`src/rtl/core/fcqs_pkg.sv`:
```
`timescale 1ns / 1ps

package fcqs_pkg;

  localparam int COORD_BITS_DEF  = 12;
  localparam int RADIUS_BITS_DEF = 11;
  localparam int QUEUE_DEPTH     = 4;

  // Increment applied to the step terms on every move.
  localparam int STEP_INC = 2;

  localparam logic OP_START   = 1'b0;
  localparam logic OP_ADVANCE = 1'b1;

  typedef enum logic [1:0] {
    Q_UPPER_RIGHT = 2'd0,
    Q_UPPER_LEFT  = 2'd1,
    Q_LOWER_LEFT  = 2'd2,
    Q_LOWER_RIGHT = 2'd3
  } quadrant_t;

  // Control part of one queued iteration.
  typedef struct packed {
    logic       fin;
    logic [3:0] mask;
  } job_ctrl_t;

  localparam int JOB_CTRL_BITS = $bits(job_ctrl_t);

endpackage

```
`src/rtl/core/filled_circle_quadrant_spans_top.sv`:
```
`timescale 1ns / 1ps

// Channel   Handshake              Payload
// in        in_valid / in_stall    op, center_x, center_y, radius, quadrant_mask
// out       out_valid / out_stall  span_valid, span_row, span_left, span_right, last, done_res
//
// The front takes one item per cycle while the queue is not full and runs one circle iteration
// on it in that cycle. The back emits one beat per cycle while a job waits and the output is
// free: 2 * (enabled quadrants) beats per item, or one beat for a finished circle or an empty
// mask. A four-entry job queue between them lets the front run ahead while the back drains.
// rst is synchronous; it clears the circle state, the queue and the output valid.
// in_stall is high only while the queue is full; out_stall holds the output register.

module filled_circle_quadrant_spans_top #(
  parameter int COORD_BITS  = fcqs_pkg::COORD_BITS_DEF,
  parameter int RADIUS_BITS = fcqs_pkg::RADIUS_BITS_DEF
) (
  input  logic                         clk,
  input  logic                         rst,
  input  logic                         in_valid,
  output logic                         in_stall,
  input  logic                         op,
  input  logic [COORD_BITS-1:0]        center_x,
  input  logic [COORD_BITS-1:0]        center_y,
  input  logic [RADIUS_BITS-1:0]       radius,
  input  logic [3:0]                   quadrant_mask,
  output logic                         out_valid,
  input  logic                         out_stall,
  output logic                         span_valid,
  output logic signed [COORD_BITS+1:0] span_row,
  output logic signed [COORD_BITS+1:0] span_left,
  output logic signed [COORD_BITS+1:0] span_right,
  output logic                         last,
  output logic                         done_res
);

  localparam int XB    = RADIUS_BITS + 2;
  localparam int CTW   = fcqs_pkg::JOB_CTRL_BITS;
  localparam int JW    = CTW + 2 * COORD_BITS + 2 * XB;
  localparam int DEPTH = fcqs_pkg::QUEUE_DEPTH;
  localparam int LW    = $clog2(DEPTH + 1);

  logic                     push;
  logic                     pop;
  logic                     q_full;
  logic                     q_empty;
  logic [LW-1:0]            q_level;
  fcqs_pkg::job_ctrl_t      wr_ctrl;
  logic [COORD_BITS-1:0]    wr_cx;
  logic [COORD_BITS-1:0]    wr_cy;
  logic signed [XB-1:0]     wr_x;
  logic signed [XB-1:0]     wr_y;
  logic [JW-1:0]            wr_data;
  logic [JW-1:0]            rd_data;
  fcqs_pkg::job_ctrl_t      rd_ctrl;
  logic [COORD_BITS-1:0]    rd_cx;
  logic [COORD_BITS-1:0]    rd_cy;
  logic signed [XB-1:0]     rd_x;
  logic signed [XB-1:0]     rd_y;

  fcqs_front #(
    .COORD_BITS  (COORD_BITS),
    .RADIUS_BITS (RADIUS_BITS)
  ) u_front (
    .clk           (clk),
    .rst           (rst),
    .in_valid      (in_valid),
    .in_stall      (in_stall),
    .op            (op),
    .center_x      (center_x),
    .center_y      (center_y),
    .radius        (radius),
    .quadrant_mask (quadrant_mask),
    .q_full        (q_full),
    .push          (push),
    .job_ctrl      (wr_ctrl),
    .job_cx        (wr_cx),
    .job_cy        (wr_cy),
    .job_x         (wr_x),
    .job_y         (wr_y)
  );

  assign wr_data = {wr_ctrl, wr_cx, wr_cy, wr_x, wr_y};

  fcqs_queue #(
    .WIDTH (JW),
    .DEPTH (DEPTH)
  ) u_queue (
    .clk     (clk),
    .rst     (rst),
    .push    (push),
    .wr_data (wr_data),
    .pop     (pop),
    .rd_data (rd_data),
    .full    (q_full),
    .empty   (q_empty),
    .level   (q_level)
  );

  assign rd_ctrl = fcqs_pkg::job_ctrl_t'(rd_data[JW-1 -: CTW]);
  assign rd_cx   = rd_data[2*XB+2*COORD_BITS-1 -: COORD_BITS];
  assign rd_cy   = rd_data[2*XB+COORD_BITS-1 -: COORD_BITS];
  assign rd_x    = rd_data[2*XB-1 -: XB];
  assign rd_y    = rd_data[XB-1:0];

  fcqs_back #(
    .COORD_BITS  (COORD_BITS),
    .RADIUS_BITS (RADIUS_BITS)
  ) u_back (
    .clk        (clk),
    .rst        (rst),
    .q_empty    (q_empty),
    .q_ctrl     (rd_ctrl),
    .q_cx       (rd_cx),
    .q_cy       (rd_cy),
    .q_x        (rd_x),
    .q_y        (rd_y),
    .pop        (pop),
    .out_valid  (out_valid),
    .out_stall  (out_stall),
    .span_valid (span_valid),
    .span_row   (span_row),
    .span_left  (span_left),
    .span_right (span_right),
    .last       (last),
    .done_res   (done_res)
  );

  // A finished-circle beat closes its item and carries no span.
  a_done_shape: assert property (@(posedge clk) disable iff (rst)
    out_valid && done_res |-> last && !span_valid)
    else $error("done beat without last or with a span");

  // Every beat without a span is the only beat of its item.
  a_empty_is_last: assert property (@(posedge clk) disable iff (rst)
    out_valid && !span_valid |-> last)
    else $error("beat without span is not last");

  // The job queue never holds more than its depth.
  a_queue_bound: assert property (@(posedge clk) disable iff (rst)
    q_level <= LW'(DEPTH))
    else $error("job queue overflow");

  // Nothing is lost on a pop: the back pops only a present job, never into a held output.
  a_pop_nonempty: assert property (@(posedge clk) disable iff (rst)
    pop |-> !q_empty && (!out_valid || !out_stall))
    else $error("pop from empty queue or into a held output");

endmodule

```
`src/rtl/core/fcqs_queue.sv`:
```
`timescale 1ns / 1ps

module fcqs_queue #(
  parameter int WIDTH = 8,
  parameter int DEPTH = fcqs_pkg::QUEUE_DEPTH
) (
  input  logic                             clk,
  input  logic                             rst,
  input  logic                             push,
  input  logic [WIDTH-1:0]                 wr_data,
  input  logic                             pop,
  output logic [WIDTH-1:0]                 rd_data,
  output logic                             full,
  output logic                             empty,
  output logic [$clog2(DEPTH+1)-1:0]       level
);

  localparam int PW = (DEPTH > 1) ? $clog2(DEPTH) : 1;
  localparam int CW = $clog2(DEPTH + 1);

  logic [WIDTH-1:0] slots [DEPTH];
  logic [PW-1:0]    wr_ptr;
  logic [PW-1:0]    rd_ptr;
  logic [CW-1:0]    count;

  assign full    = (count == CW'(DEPTH));
  assign empty   = (count == '0);
  assign level   = count;
  assign rd_data = slots[rd_ptr];

  always_ff @(posedge clk) begin
    if (push) begin
      slots[wr_ptr] <= wr_data;
    end
  end

  always_ff @(posedge clk) begin
    if (rst) begin
      wr_ptr <= '0;
      rd_ptr <= '0;
      count  <= '0;
    end else begin
      if (push) begin
        wr_ptr <= (wr_ptr == PW'(DEPTH - 1)) ? '0 : wr_ptr + PW'(1);
      end
      if (pop) begin
        rd_ptr <= (rd_ptr == PW'(DEPTH - 1)) ? '0 : rd_ptr + PW'(1);
      end
      if (push && !pop) begin
        count <= count + CW'(1);
      end else if (pop && !push) begin
        count <= count - CW'(1);
      end
    end
  end

endmodule

```
`src/rtl/core/fcqs_front.sv`:
```
`timescale 1ns / 1ps

module fcqs_front #(
  parameter int COORD_BITS  = fcqs_pkg::COORD_BITS_DEF,
  parameter int RADIUS_BITS = fcqs_pkg::RADIUS_BITS_DEF
) (
  input  logic                          clk,
  input  logic                          rst,
  input  logic                          in_valid,
  output logic                          in_stall,
  input  logic                          op,
  input  logic [COORD_BITS-1:0]         center_x,
  input  logic [COORD_BITS-1:0]         center_y,
  input  logic [RADIUS_BITS-1:0]        radius,
  input  logic [3:0]                    quadrant_mask,
  input  logic                          q_full,
  output logic                          push,
  output fcqs_pkg::job_ctrl_t           job_ctrl,
  output logic [COORD_BITS-1:0]         job_cx,
  output logic [COORD_BITS-1:0]         job_cy,
  output logic signed [RADIUS_BITS+1:0] job_x,
  output logic signed [RADIUS_BITS+1:0] job_y
);

  localparam int XB = RADIUS_BITS + 2;
  localparam int DB = RADIUS_BITS + 3;
  localparam int EB = RADIUS_BITS + 5;

  logic signed [XB-1:0]    cur_x;
  logic signed [XB-1:0]    cur_y;
  logic signed [DB-1:0]    step_dx;
  logic signed [DB-1:0]    step_dy;
  logic signed [EB-1:0]    error_term;
  logic [COORD_BITS-1:0]   held_center_x;
  logic [COORD_BITS-1:0]   held_center_y;
  logic [RADIUS_BITS-1:0]  held_radius;
  logic [3:0]              held_mask;
  logic                    active;

  logic                    start;
  logic [RADIUS_BITS-1:0]  rad_eff;
  logic [RADIUS_BITS:0]    two_r;
  logic signed [XB-1:0]    ld_x;
  logic signed [XB-1:0]    ld_y;
  logic signed [DB-1:0]    ld_dx;
  logic signed [DB-1:0]    ld_dy;
  logic signed [EB-1:0]    ld_err;
  logic                    finished;
  logic signed [XB-1:0]    y_next;
  logic signed [DB-1:0]    dy_next;
  logic signed [EB-1:0]    err_mid;
  logic signed [XB-1:0]    x_next;
  logic signed [DB-1:0]    dx_next;
  logic signed [EB-1:0]    err_next;

  assign in_stall = q_full;
  assign push     = in_valid && !q_full;

  always_comb begin
    start   = (op == fcqs_pkg::OP_START);
    rad_eff = start ? radius : held_radius;
    two_r   = {rad_eff, 1'b0};
    // A start item loads fresh state and then runs its first iteration on it.
    ld_x    = start ? XB'(radius) - XB'(1) : cur_x;
    ld_y    = start ? '0 : cur_y;
    ld_dx   = start ? DB'(1) : step_dx;
    ld_dy   = start ? DB'(1) : step_dy;
    ld_err  = start ? EB'(1) - EB'(two_r) : error_term;

    finished = !(start || active) || (ld_x < ld_y);

    y_next  = ld_y;
    dy_next = ld_dy;
    err_mid = ld_err;
    if (ld_err <= 0) begin
      y_next  = ld_y + XB'(1);
      err_mid = ld_err + EB'(ld_dy);
      dy_next = ld_dy + DB'(fcqs_pkg::STEP_INC);
    end

    x_next   = ld_x;
    dx_next  = ld_dx;
    err_next = err_mid;
    if (err_mid > 0) begin
      x_next   = ld_x - XB'(1);
      dx_next  = ld_dx + DB'(fcqs_pkg::STEP_INC);
      err_next = EB'(err_mid + EB'(dx_next) - EB'(two_r));
    end

    job_ctrl.fin  = finished;
    job_ctrl.mask = start ? quadrant_mask : held_mask;
    job_cx        = start ? center_x : held_center_x;
    job_cy        = start ? center_y : held_center_y;
    job_x         = ld_x;
    job_y         = ld_y;
  end

  always_ff @(posedge clk) begin
    if (rst) begin
      cur_x         <= '0;
      cur_y         <= '0;
      step_dx       <= DB'(1);
      step_dy       <= DB'(1);
      error_term    <= '0;
      held_center_x <= '0;
      held_center_y <= '0;
      held_radius   <= '0;
      held_mask     <= '0;
      active        <= 1'b0;
    end else if (push) begin
      if (start) begin
        held_center_x <= center_x;
        held_center_y <= center_y;
        held_radius   <= radius;
        held_mask     <= quadrant_mask;
      end
      active <= !finished;
      if (finished) begin
        cur_x      <= ld_x;
        cur_y      <= ld_y;
        step_dx    <= ld_dx;
        step_dy    <= ld_dy;
        error_term <= ld_err;
      end else begin
        cur_x      <= x_next;
        cur_y      <= y_next;
        step_dx    <= dx_next;
        step_dy    <= dy_next;
        error_term <= err_next;
      end
    end
  end

endmodule

```
`src/rtl/core/fcqs_back.sv`:
```
`timescale 1ns / 1ps

module fcqs_back #(
  parameter int COORD_BITS  = fcqs_pkg::COORD_BITS_DEF,
  parameter int RADIUS_BITS = fcqs_pkg::RADIUS_BITS_DEF
) (
  input  logic                          clk,
  input  logic                          rst,
  input  logic                          q_empty,
  input  fcqs_pkg::job_ctrl_t           q_ctrl,
  input  logic [COORD_BITS-1:0]         q_cx,
  input  logic [COORD_BITS-1:0]         q_cy,
  input  logic signed [RADIUS_BITS+1:0] q_x,
  input  logic signed [RADIUS_BITS+1:0] q_y,
  output logic                          pop,
  output logic                          out_valid,
  input  logic                          out_stall,
  output logic                          span_valid,
  output logic signed [COORD_BITS+1:0]  span_row,
  output logic signed [COORD_BITS+1:0]  span_left,
  output logic signed [COORD_BITS+1:0]  span_right,
  output logic                          last,
  output logic                          done_res
);

  localparam int XB = RADIUS_BITS + 2;
  localparam int OB = COORD_BITS + 2;
  localparam int SW = ((OB > XB) ? OB : XB) + 1;

  logic                 busy;
  logic [3:0]           rem;
  logic                 line;

  logic [3:0]           rem_cur;
  logic                 line_cur;
  fcqs_pkg::quadrant_t  quad;
  logic [3:0]           rem_after;
  logic                 has_span;
  logic                 res_last;
  logic                 upper;
  logic                 right;
  logic signed [SW-1:0] cx_w;
  logic signed [SW-1:0] cy_w;
  logic signed [SW-1:0] row_off;
  logic signed [SW-1:0] col_ext;
  logic signed [OB-1:0] row_v;
  logic signed [OB-1:0] left_v;
  logic signed [OB-1:0] right_v;
  logic                 load;

  always_comb begin
    rem_cur  = busy ? rem : q_ctrl.mask;
    line_cur = busy ? line : 1'b0;

    if (rem_cur[0]) begin
      quad = fcqs_pkg::Q_UPPER_RIGHT;
    end else if (rem_cur[1]) begin
      quad = fcqs_pkg::Q_UPPER_LEFT;
    end else if (rem_cur[2]) begin
      quad = fcqs_pkg::Q_LOWER_LEFT;
    end else begin
      quad = fcqs_pkg::Q_LOWER_RIGHT;
    end
    rem_after = rem_cur & ~(4'b0001 << quad);

    has_span = !q_ctrl.fin && (rem_cur != 4'b0000);
    res_last = !has_span || (line_cur && (rem_after == 4'b0000));

    upper = (quad == fcqs_pkg::Q_UPPER_RIGHT) || (quad == fcqs_pkg::Q_UPPER_LEFT);
    right = (quad == fcqs_pkg::Q_UPPER_RIGHT) || (quad == fcqs_pkg::Q_LOWER_RIGHT);

    // The first line of a quadrant is offset by y and reaches x; the second swaps them.
    cx_w    = SW'({1'b0, q_cx});
    cy_w    = SW'({1'b0, q_cy});
    row_off = line_cur ? SW'(q_x) : SW'(q_y);
    col_ext = line_cur ? SW'(q_y) : SW'(q_x);

    row_v   = upper ? OB'(cy_w - row_off) : OB'(cy_w + row_off);
    left_v  = right ? OB'(cx_w) : OB'(cx_w - col_ext);
    right_v = right ? OB'(cx_w + col_ext) : OB'(cx_w);

    load = !q_empty && (!out_valid || !out_stall);
    pop  = load && res_last;
  end

  always_ff @(posedge clk) begin
    if (rst) begin
      out_valid <= 1'b0;
      busy      <= 1'b0;
      rem       <= '0;
      line      <= 1'b0;
    end else if (load) begin
      out_valid <= 1'b1;
      if (res_last) begin
        busy <= 1'b0;
      end else begin
        busy <= 1'b1;
        line <= !line_cur;
        rem  <= line_cur ? rem_after : rem_cur;
      end
    end else if (!out_stall) begin
      out_valid <= 1'b0;
    end
  end

  always_ff @(posedge clk) begin
    if (load) begin
      span_valid <= has_span;
      span_row   <= has_span ? row_v : '0;
      span_left  <= has_span ? left_v : '0;
      span_right <= has_span ? right_v : '0;
      last       <= res_last;
      done_res   <= q_ctrl.fin;
    end
  end

endmodule
```
`config.mk`:
```
export PLATFORM = sky130hd
export DESIGN_NAME = filled_circle_quadrant_spans_top
export DESIGN_NICKNAME = d
export VERILOG_FILES = /design/src/rtl/core/fcqs_pkg.sv /design/src/rtl/core/filled_circle_quadrant_spans_top.sv /design/src/rtl/core/fcqs_queue.sv /design/src/rtl/core/fcqs_front.sv /design/src/rtl/core/fcqs_back.sv
export SDC_FILE = /design/constraint.sdc
export NUM_CORES = 1
export LEC_CHECK = 0
export BUFFER_PORTS_ARGS = -buffer_cell sky130_fd_sc_hd__clkbuf_2
export CAP_MARGIN = 20
export CORE_ASPECT_RATIO = 1.75
export CORE_MARGIN = 2
export CORE_UTILIZATION = 30
export DETAILED_ROUTE_END_ITERATION = 6
export GPL_ROUTABILITY_DRIVEN = 0
export PLACE_DENSITY_LB_ADDON = 0.12
export RECOVER_POWER = 25
export SYNTH_ARGS = -nofsm -noshare
export SYNTH_HDL_FRONTEND = slang
export SYNTH_SLANG_ARGS = --single-unit
```
`constraint.sdc`:
```
create_clock -name clk -period 10.7 [get_ports clk]
set_input_delay 1.07 -clock clk [delete_from_list [all_inputs] [get_ports clk]]
set_output_delay 1.07 -clock clk [all_outputs]
set_load 0.005 [all_outputs]
```
Word level (Yosys, flattened, before mapping):

Memory sizes are Yosys's and may differ from the RTL's. A register that Yosys moved wholly into a read port is not among the register bits.
Index checks and enable logic that the tools add are counted.

* register bits after elaboration: 169
* latch bits: 0
* RAM bits: 220
* ROM bits: 0
* output and inout bits: 47
* word-level logic and storage cells: 132
* memories: 1

Memories
* u_queue.slots: depth 4, bits a word 55, rd ports 1, clocked after Yosys merged registers in 1, wr ports 1, RTL line fcqs_queue.sv:21 `logic [WIDTH-1:0] slots [DEPTH];`

* add/sub/neg operators: 17
* $mul: 0
* divide/modulo/power cells: 0
* order comparisons: 3
* equality and inequality tests: 6
* shift operators: 1
* muxes and demuxes: 42
* bitwise logic cells: 5
* reductions and logical operators: 32

Operator list (number)
* 14-bit 2-to-1 mux: 9
* 13-bit 2-to-1 mux: 6
* 16-bit 2-to-1 mux: 4
* 12-bit 2-to-1 mux: 4
* 13-bit by 14-bit adder with 14-bit output: 2
* 14-bit by 3-bit adder with 14-bit output, second input constant: 2
* 13-bit by 14-bit subtractor with 14-bit output: 2
* 16-bit by 14-bit adder with 16-bit output: 1
* 16-bit adder: 1
* 16-bit by 1-bit greater-than comparator with 1-bit output, second input constant: 1
* 16-bit by 1-bit less-or-equal comparator with 1-bit output, second input constant: 1
* 16-bit by 12-bit subtractor with 16-bit output: 1
* 13-bit by 2-bit adder with 13-bit output, second input constant: 1
* 13-bit less-than comparator: 1
* 1-bit by 12-bit subtractor with 13-bit output, first input constant: 1
* 13-bit by 2-bit subtractor with 13-bit output, second input constant: 1
* 2-bit 2-to-1 mux: 6
* 4-bit 2-to-1 mux: 3
* 11-bit by 1-bit subtractor with 12-bit output, second input constant: 1
* 1-bit zero test: 11
* 11-bit 2-to-1 mux: 1
* 1-bit logical AND: 7
* 1-bit 2-to-1 mux: 7
* 2-bit equality test, second input constant: 3
* 19 further kinds: 29

Logic depth before layout (Yosys ltp):

Gate-level depths: netlist (run 1).

* depth after elaboration: 14
* mapped depth: 33
* gate-level depth less buffers: 26

Hierarchy:

A second synthesis (run 1) with hierarchy kept.

* cells, all modules: 2030
* area, all modules: 21819.7 um^2

Modules (own cells, without submodules)
* fcqs_front: times used 1, cells an instance 1154, area an instance 8654.6 um^2
* fcqs_queue: times used 1, cells an instance 331, area an instance 8445.6 um^2
* fcqs_back: times used 1, cells an instance 545, area an instance 4719.5 um^2

Worst setup path before layout (run 1):

Ideal clock, no wire load.

* path kind: input to register
* from: input port op
* to: register u_front.error_term[15]
* library setup time: 0.086 ns
* arrival time: 8.071 ns
* required time: 10.614 ns
* setup slack: 2.544 ns
* stages: 30
* buffers on the path: 9
* path through: buf_2 buf_2 buf_2 buf_2 buf_2 buf_2 clkbuf_1 buf_2 buf_1 mux2i_1 ha_1 nand2_1 xnor2_1 o21ai_0 ha_1 a21oi_1 o21a_1 o31ai_1 a2111o_1 and3_1 o41ai_1 o21ai_0 fa_1 ha_1 nand3_1 o211ai_1 o21a_1 o41ai_1 xnor2_1 a211oi_1

* cells in the longest elaborated chain, start to end: 9
* elaborated cells between the ends (all ways): 21
* those cells by class: 5 x add/sub; 3 x order compare; 9 x mux; 1 x bitwise; 3 x reduce/logical

Ends and longest elaborated chain
* start: declaration: RTL line filled_circle_quadrant_spans_top.sv:22 `input logic op,`
* 11-bit 2-to-1 mux: RTL line fcqs_front.sv:61 `rad_eff = start ? radius : held_radius;`
* 1-bit by 12-bit subtractor with 13-bit output: RTL line fcqs_front.sv:68 `ld_err = start ? EB'(1) - EB'(two_r) : error_term;`
* 16-bit 2-to-1 mux: RTL line fcqs_front.sv:68
* 16-bit by 14-bit adder with 16-bit output / 16-bit by 1-bit less-or-equal comparator with 1-bit output (equally long branches): RTL line fcqs_front.sv:77, fcqs_front.sv:75
* 16-bit 2-to-1 mux: RTL line fcqs_front.sv:75 `if (ld_err <= 0) begin`
* 16-bit adder: RTL line fcqs_front.sv:87 `err_next = EB'(err_mid + EB'(dx_next) - EB'(two_r));`
* 16-bit by 12-bit subtractor with 16-bit output: RTL line fcqs_front.sv:87
* 16-bit 2-to-1 mux: RTL line fcqs_front.sv:84 `if (err_mid > 0) begin`
* 16-bit 2-to-1 mux (*): RTL line fcqs_front.sv:118 `if (finished) begin`
* end signal: assignment: RTL line fcqs_front.sv:123 `error_term <= ld_err;`
* end signal: assignment: RTL line fcqs_front.sv:129 `error_term <= err_next;`
* end: declaration: RTL line fcqs_front.sv:33 `logic signed [EB-1:0] error_term;`

Every way passes the cells marked *; elsewhere a longest branch is shown, timed or not.
A chain may end at the register's enable or synchronous reset.

Worst setup path after layout (run 1):

Ends and elaborated chain as after synthesis.

==> summary.md, run 1 <==
| Metric | Value |
|---|---|
| Global Route Usage Sum | 0.167 |
| Post-route ant nets | 0 |
| CP Cell Sequence | buf_6, nor2_1, a21oi_1, ha_1, nand2_1, xnor2_1, o21ai_0, ha_1, a21oi_1, o21a_1, o31ai_1, a2111o_1, and3_1, o41ai_1, o21ai_0, fa_1, ha_1, nand3_1, o211ai_1, o21a_1, o41ai_1, xnor2_1, a211oi_1 |
| I/O Pins | about 90 |
| Worst r2r path cells | 16 |
| N_diodes | 0 |
| First-pass detailed-route iteration total | 7 |
| Max Cap Viol | 4 |
| Status | finished, violations left |
| Via total after detailed routing | around 16000 |
| Drt drc | 0 |
| Worst path top cell family by delay | compound AO/OA/AOI/OAI gates |
| Fin Setup TNS | 0 ns |
| GRT Residual Overflow | 0 |
| Register area share after synthesis | 0.484 |
| # nets final | 2217 |
| Post-synth top flop | edfxtp_1 |
| GRT Max-Usage Layer | met2 |
| Worst Hold Class | register to register |
| Clk buf depth | 3 |
| Number of port buffers | 90 |
| Via-to-Cell Ratio | 5.14 |
| Ranking of synthesized cells by area | edfxtp_1 (37%), dfxtp_1 (12%), mux4_2 (5.7%) |
| Syn Area/Cell | 10.8 µm² |
| Hold path depth | 1 |
| Die height | 359 µm |
| Met2 GRT Util | 0.326 |
| Vias in the first global route | 15600 |
| Worst slew pin tran | between 3 and 4 ns |
| Clk_lat worst skew | 0.59 ns |
| R2R setup slack | 4.00 ns |
| # clock sinks | 391 |
| Die Span X | ~210 µm |
| Critical path's slowest cell | o41ai_1 |
| CP Capture Type | register |
| EDFF count, synth | 265 |
| WP data arrival | 7.89 ns |
| Critical Path Stages | 23 |
| Root Driver | clkbuf_16 |
| Power Dens Cells | between 200 and 300 nW/µm² |
| First-pass GRT wire length | 95900 µm |
| Fin Hold WS | 0.442 ns |
| Post-synthesis async set-or-reset flop share | 0 |
| Post-DP HPWL | 44000 µm |
| Max VDD drop | 0.000140 V |
| Clock skew | 0.0369 ns |
| Final setup fails | 0 |
| Resize count post-CTS | 0 |
| H-tree levels | 2 |
| Share of the synthesized area in the top cell type | 0.368 |
| Global Route met1 Usage | 0.181 |
| Worst-path fanout max | between 80 and 90 |
| WL per Instance | 20.8 µm |
| Data required, critical path | 11.18 ns |
| Syn Nets | roughly 2200 |
| Initial drt markers | between 700 and 800 |
| Drt total wl | 62800 µm |
| Violated checks | capacitance limit, slew limit |
| Met3 Track Usage GR | 0.0200 |
| Largest net degree at the start of global routing | 83 |
| Post-CTS Hold Fix Bufs | 0 |
| Worst setup SP type | input pin |
| Worst setup margin | roughly 3.3 ns |
| Initial antenna violation count | 0 |
| TritonCTS clock tree | built |
| Yosys warns | 0 |
| Area leader, netlist | edfxtp_1 |
| Clk pin slew, worst setup/hold paths | roughly 0.070 ns |
| Period utilization | 0.693 |
| Synth unique cells | 91 |
| Post-route minimum period | 7.41 ns |
| Cells after Synth | around 2000 |
| Most used cell along the critical path | ha_1 |
| Layout cells sized above 1 | 0.138 |
| RSZ-0062 raised after global routing | no |
| Slew margin rel. | -1.61 |
| Post-Syn Area | 21600 µm² |
| CTS Buf Count | 41 |
| Static leakage power | 0.00905 µW |
| Peak Freq | ~0.13 GHz |
| Synthesis-to-finish area growth | 12.7% |
| Worst Path Buf+Inv | 1 |
| Final Max Tran Viols | 212 |
| Post CTS Setup Buffer Count | 0 |
| FF+latch count, synth | about 400 |
| Initial core utilization | 0.302 |
| Core area | roughly 70000 µm² |
| Pre-CTS setup slack | 2.68 ns |
| Placement Rows | 130 |
| Die area | 74400 µm² |
| Crit path kind | input pin to register |
| Final Hold Viols | 0 |
| Crit-path max cell delay | 0.67 ns |
-- per-stage QoR --
stage               cell area, µm²  total power (µW)  cells  utilization
detailed placement           23000              4950   2940        0.322
floorplan                    21600              4120   2002            -
finish                       24400              6370   3017        0.341
global route                 24400              6850   3017        0.341
CTS                          24400              6490   3016        0.342
global placement             23000              4930   2939        0.322
-- cell families after synthesis --
kind of cell / after synthesis / synth area share
flip-flops: 391 / 0.484
adder cells (fa/ha/maj): 113 / 0.0709
buffers and inverters: 218 / 0.0410
AO/OA/AOI/OAI: 397 / 0.125
XOR/XNOR: 90 / 0.0364
AND/OR/NAND/NOR: 644 / 0.139
multiplexers: 149 / 0.103
-- worst paths after layout --
check / start / to
worst max-delay path: op / u_front.error_term[15]
worst min-delay path: u_front.step_dx[0] / u_front.step_dx[0]
worst max register to register: register / u_back.span_row[12]
worst min register to register: u_front.step_dx[0] / u_front.step_dx[0]
-- flip-flops by register name, indices dropped and copies added (netlist names), 2 cells and up, named ones only --
register,cells
u_queue.slots,220
u_front.error_term,16
u_back.span_left,14
u_back.span_right,14
u_back.span_row,14
u_front.step_dx,14
u_front.step_dy,14
u_front.cur_x,13
u_front.cur_y,13
u_front.held_center_x,12
u_front.held_center_y,12
u_front.held_radius,11
u_back.rem,4
u_front.held_mask,4
u_queue.level,3
u_queue.rd_ptr,2
u_queue.wr_ptr,2
-- layer usage --
metal  vias up  share of wire
met1      7682           0.38
met2       270           0.55
met5         -              0
met4         0          0.033
met3        89          0.029
li1       7474              -
-- cells in the final DEF (no fill, tap or decap), types with 42 or more instances in the layout --
master     instances
edfxtp_1         265
a21oi_1          119
clkbuf_16         42
mux2i_1           56
mux4_2            55
inv_1            104
nand3_1           64
ha_1              97
clkbuf_2          67
dfxtp_1          125
nor2_1           172
nand2_1          214
xnor2_1           50
o21ai_0           58
nor3_1            47
-- worst register-to-register path, cell delays in order, from the launching register on --
cell and delay, ns:
dfxtp_1 2.25, mux4_2 0.72, mux2i_1 0.31, nand2_1 0.35, nand2_1 0.13, o21ai_0 0.18, fa_1 0.48, a21o_1 0.17
a21oi_1 0.20, o21ai_0 0.11, a21oi_1 0.24, o21bai_1 0.10, a21oi_1 0.22, o21bai_1 0.11, a2111oi_0 0.54, o31ai_1 0.16
a21oi_1 0.25
-- power breakdown --
group	switching [µW]	total [µW]	internal (µW)
clock network	659	1500	842
registers	118	2060	1940
logic	1710	2810	1110
total	2480	6370	3890
-- cells in the mapped netlist, types with 11 or more instances --
master,n
edfxtp_1,265
nand2_1,214
nor2_1,172
dfxtp_1,126
a21oi_1,119
inv_1,105
ha_1,97
clkbuf_1,73
nand3_1,64
o21ai_0,57
mux2i_1,56
mux4_2,55
xnor2_1,50
nor3_1,47
xor2_1,40
mux2_2,34
a211oi_1,33
a21o_1,22
a31oi_1,22
and2_1,19
or3_1,19
fa_1,16
and3_1,15
buf_1,14
nand2b_1,14
nand4_1,14
o21a_1,14
buf_2,13
nor4_1,12
o21bai_1,12
nor3b_1,11
o211ai_1,11
-- final cells by class --
type | instances | area, µm²
fillers | 7267 | 47200
flip-flops and latches | 391 | 10500
multi-input cells | 1393 | 10300
well taps | 924 | 1160
clock buffers | 47 | 1090
repair buffers | 125 | 671
inverters | 108 | 405
clock inverters | 29 | 309
Note: power is estimated with default switching activity, not from simulation.
==> run 2, diff against run 1 <==
==> constraint.sdc (replaced) <==
create_clock -name clk -period 6 [get_ports clk]
set_input_delay 0.6 -clock clk [delete_from_list [all_inputs] [get_ports clk]]
set_output_delay 0.6 -clock clk [all_outputs]
set_load 0.005 [all_outputs]
==> summary.md, run 2 (synthesized netlist as in run 1, its figures left out) <==
| Metric | Value |
|---|---|
| Clk buf depth | 3 (unchanged) |
| Initial drt markers | 686 (was 703) |
| Worst-path fanout max | 17 (was 82) |
| Max VDD drop | 0.000206 V (was 0.000140 V) |
| Drt drc | 0 (unchanged) |
| Static leakage power | 0.00933 µW (was 0.00905 µW) |
| Die height | 359 µm (unchanged) |
| Synthesis-to-finish area growth | 15.1% (was 12.7%) |
| WP data arrival | 6.03 ns (was 7.89 ns) |
| Violated checks | capacitance limit, slew limit (unchanged) |
| Power Dens Cells | 462 nW/µm² (was 261 nW/µm²) |
| Resize count post-CTS | 0 (unchanged) |
| Clk_lat worst skew | 0.61 ns (was 0.59 ns) |
| Worst Hold Class | input pin to register (was register to register) |
| # clock sinks | 391 (unchanged) |
| N_diodes | 0 (unchanged) |
| Max Cap Viol | 1 (was 4) |
| Placement Rows | 130 (unchanged) |
| Crit path kind | input pin to register (unchanged) |
| I/O Pins | 91 (unchanged) |
| Die Span X | 207 µm (unchanged) |
| Global Route Usage Sum | 0.174 (was 0.167) |
| Period utilization | 0.925 |
| Post-route minimum period | ~5.6 ns |
| Post-route ant nets | 0 (unchanged) |
| Layout cells sized above 1 | 0.158 (was 0.138) |
| First-pass detailed-route iteration total | 5 (was 7) |
| Largest Register | u_queue.slots (unchanged) |
| Clock skew | 0.0302 ns (was 0.0369 ns) |
| Fin Hold WS | 0.287 ns (was 0.442 ns) |
| WL per Instance | 21.4 µm (was 20.8 µm) |
| Status | finished, violations left (unchanged) |
| Final Max Tran Viols | 52 (was 212) |
| First-pass GRT wire length | 99300 µm (was 95900 µm) |
| Worst setup margin | 0.449 ns (was 3.29 ns) |
| Worst setup SP type | input pin (unchanged) |
| Final Hold Viols | 0 (unchanged) |
| H-tree levels | 2 (unchanged) |
| Die area | 74400 µm² (unchanged) |
| Commonest non-fill, non-tap cell in the layout | edfxtp_1 (unchanged) |
| Post-CTS Hold Fix Bufs | 0 (unchanged) |
| Final setup fails | 0 (unchanged) |
| Peak Freq | between 0.15 and 0.2 GHz |
| Cell area after layout | 24900 µm² (was 24400 µm²) |
| Root Driver | clkbuf_16 (unchanged) |
| Fillers | 7253 (was 7267) |
| Most frequent cells in the layout | edfxtp_1 (265), nand2_1 (213), nor2_1 (171) (was edfxtp_1 (265), nand2_1 (214), nor2_1 (172)) |
| Largest net degree at the start of global routing | 56 (was 83) |
| Initial core utilization | 0.302 (unchanged) |
| CTS Buf Count | 41 (unchanged) |
| Vias in the first global route | 16400 (was 15600) |
| Post CTS Setup Buffer Count | 0 (unchanged) |
| Cell Area, Placed | 23600 µm² (was 23000 µm²) |
| RSZ-0062 raised after global routing | no (unchanged) |
| Core area | 71600 µm² (unchanged) |
| Initial antenna violation count | 0 (unchanged) |
| Number of port buffers | 90 (unchanged) |
| # nets final | 2264 (was 2217) |
| Worst slew pin tran | 2.81 ns (was 3.91 ns) |
| GRT Residual Overflow | 0 (unchanged) |
| Pre-CTS setup slack | 0.167 ns (was 2.68 ns) |
| Biggest regs | u_queue.slots: 220 flops, u_front.error_term: 16 flops (unchanged) |
| CP Capture Type | register (unchanged) |
| Via total after detailed routing | 15900 (was 15500) |
| Post-DP HPWL | 48000 µm (was 44000 µm) |
| Via-to-Cell Ratio | 5.18 (was 5.14) |
| Data required, critical path | 6.48 ns (was 11.18 ns) |
| TritonCTS clock tree | built (unchanged) |
| Drt total wl | 65600 µm (was 62800 µm) |
| Slew margin rel. | -0.875 (was -1.61) |
| Clk pin slew, worst setup/hold paths | 0.07 ns (about the same) |
| Max reg flops | 220 (unchanged) |
## run 2: metal layers
layer,vias to the layer above,wire [µm],track usage
li1,7571,-,-
met1,7872,24400,0.182
met2,312,36400,0.343
met3,121,1910,0.0197
met4,0,2790,0.0744
met5,-,0,0
## run 2: worst max-delay path: stages
cell      delay (ns)
buf_6           0.17
clkbuf_1        0.60
inv_1           0.20
clkbuf_1        0.28
buf_4           0.26
nor2_1          0.10
ha_1            0.21
o21ai_0         0.13
a221o_1         0.32
o211ai_1        0.25
and2_1          0.21
xor2_2          0.23
a22o_1          0.24
fa_1            0.44
ha_1            0.26
o41ai_4         0.45
o211ai_1        0.18
o21a_1          0.25
nor2_1          0.13
xor2_1          0.16
nor3_1          0.07
o31a_1          0.25
## run 2: layout make-up
cell class | count | area (µm²) | share of cell area
Clock inverter | 28 | 318 | 0.0128
Clock buffer | 48 | 1050 | 0.0422
Multi-Input combinational cell | 1393 | 10400 | 0.419
Timing Repair Buffer | 172 | 1060 | 0.0425
Tap cell | 924 | 1160 | 0.0464
Sequential cell | 391 | 10500 | 0.421
Inverter | 108 | 405 | 0.0163
## run 2: per-stage QoR
stage | util | instances | total power [µW] | setup TNS [ns]
6_report | 0.348 | 3064 | 11500 | 0
5_1_grt | 0.348 | 3064 | 12300 | 0
4_1_cts | 0.349 | 3064 | 11700 | 0
3_5_place_dp | 0.330 | 2988 | 9000 | 0
3_3_place_gp | 0.330 | 2988 | 8940 | 0
2_1_floorplan | - | 2002 | 7400 | -0.448
## run 2: power by group
| part | internal [µW] | switching, µW | leakage (µW) | total (µW) |
|---|---|---|---|---|
| Clock | 1490 | 1170 | 0.000664 | 2660 |
| Sequential | 3450 | 202 | 0.00352 | 3650 |
| Combinational | 2060 | 3130 | 0.00515 | 5190 |
## run 2: final timing paths
check / start / end / slack (ns) / cells past startpoint
min reg2reg: u_front.step_dx[0] / u_front.step_dx[0] / 0.45 / 1
min: out_stall / u_back.out_valid / 0.29 / 3
max reg2reg: u_front.held_radius[1] / u_front.error_term[13] / 0.61 / 22
max: op / u_front.error_term[13] / 0.45 / 22
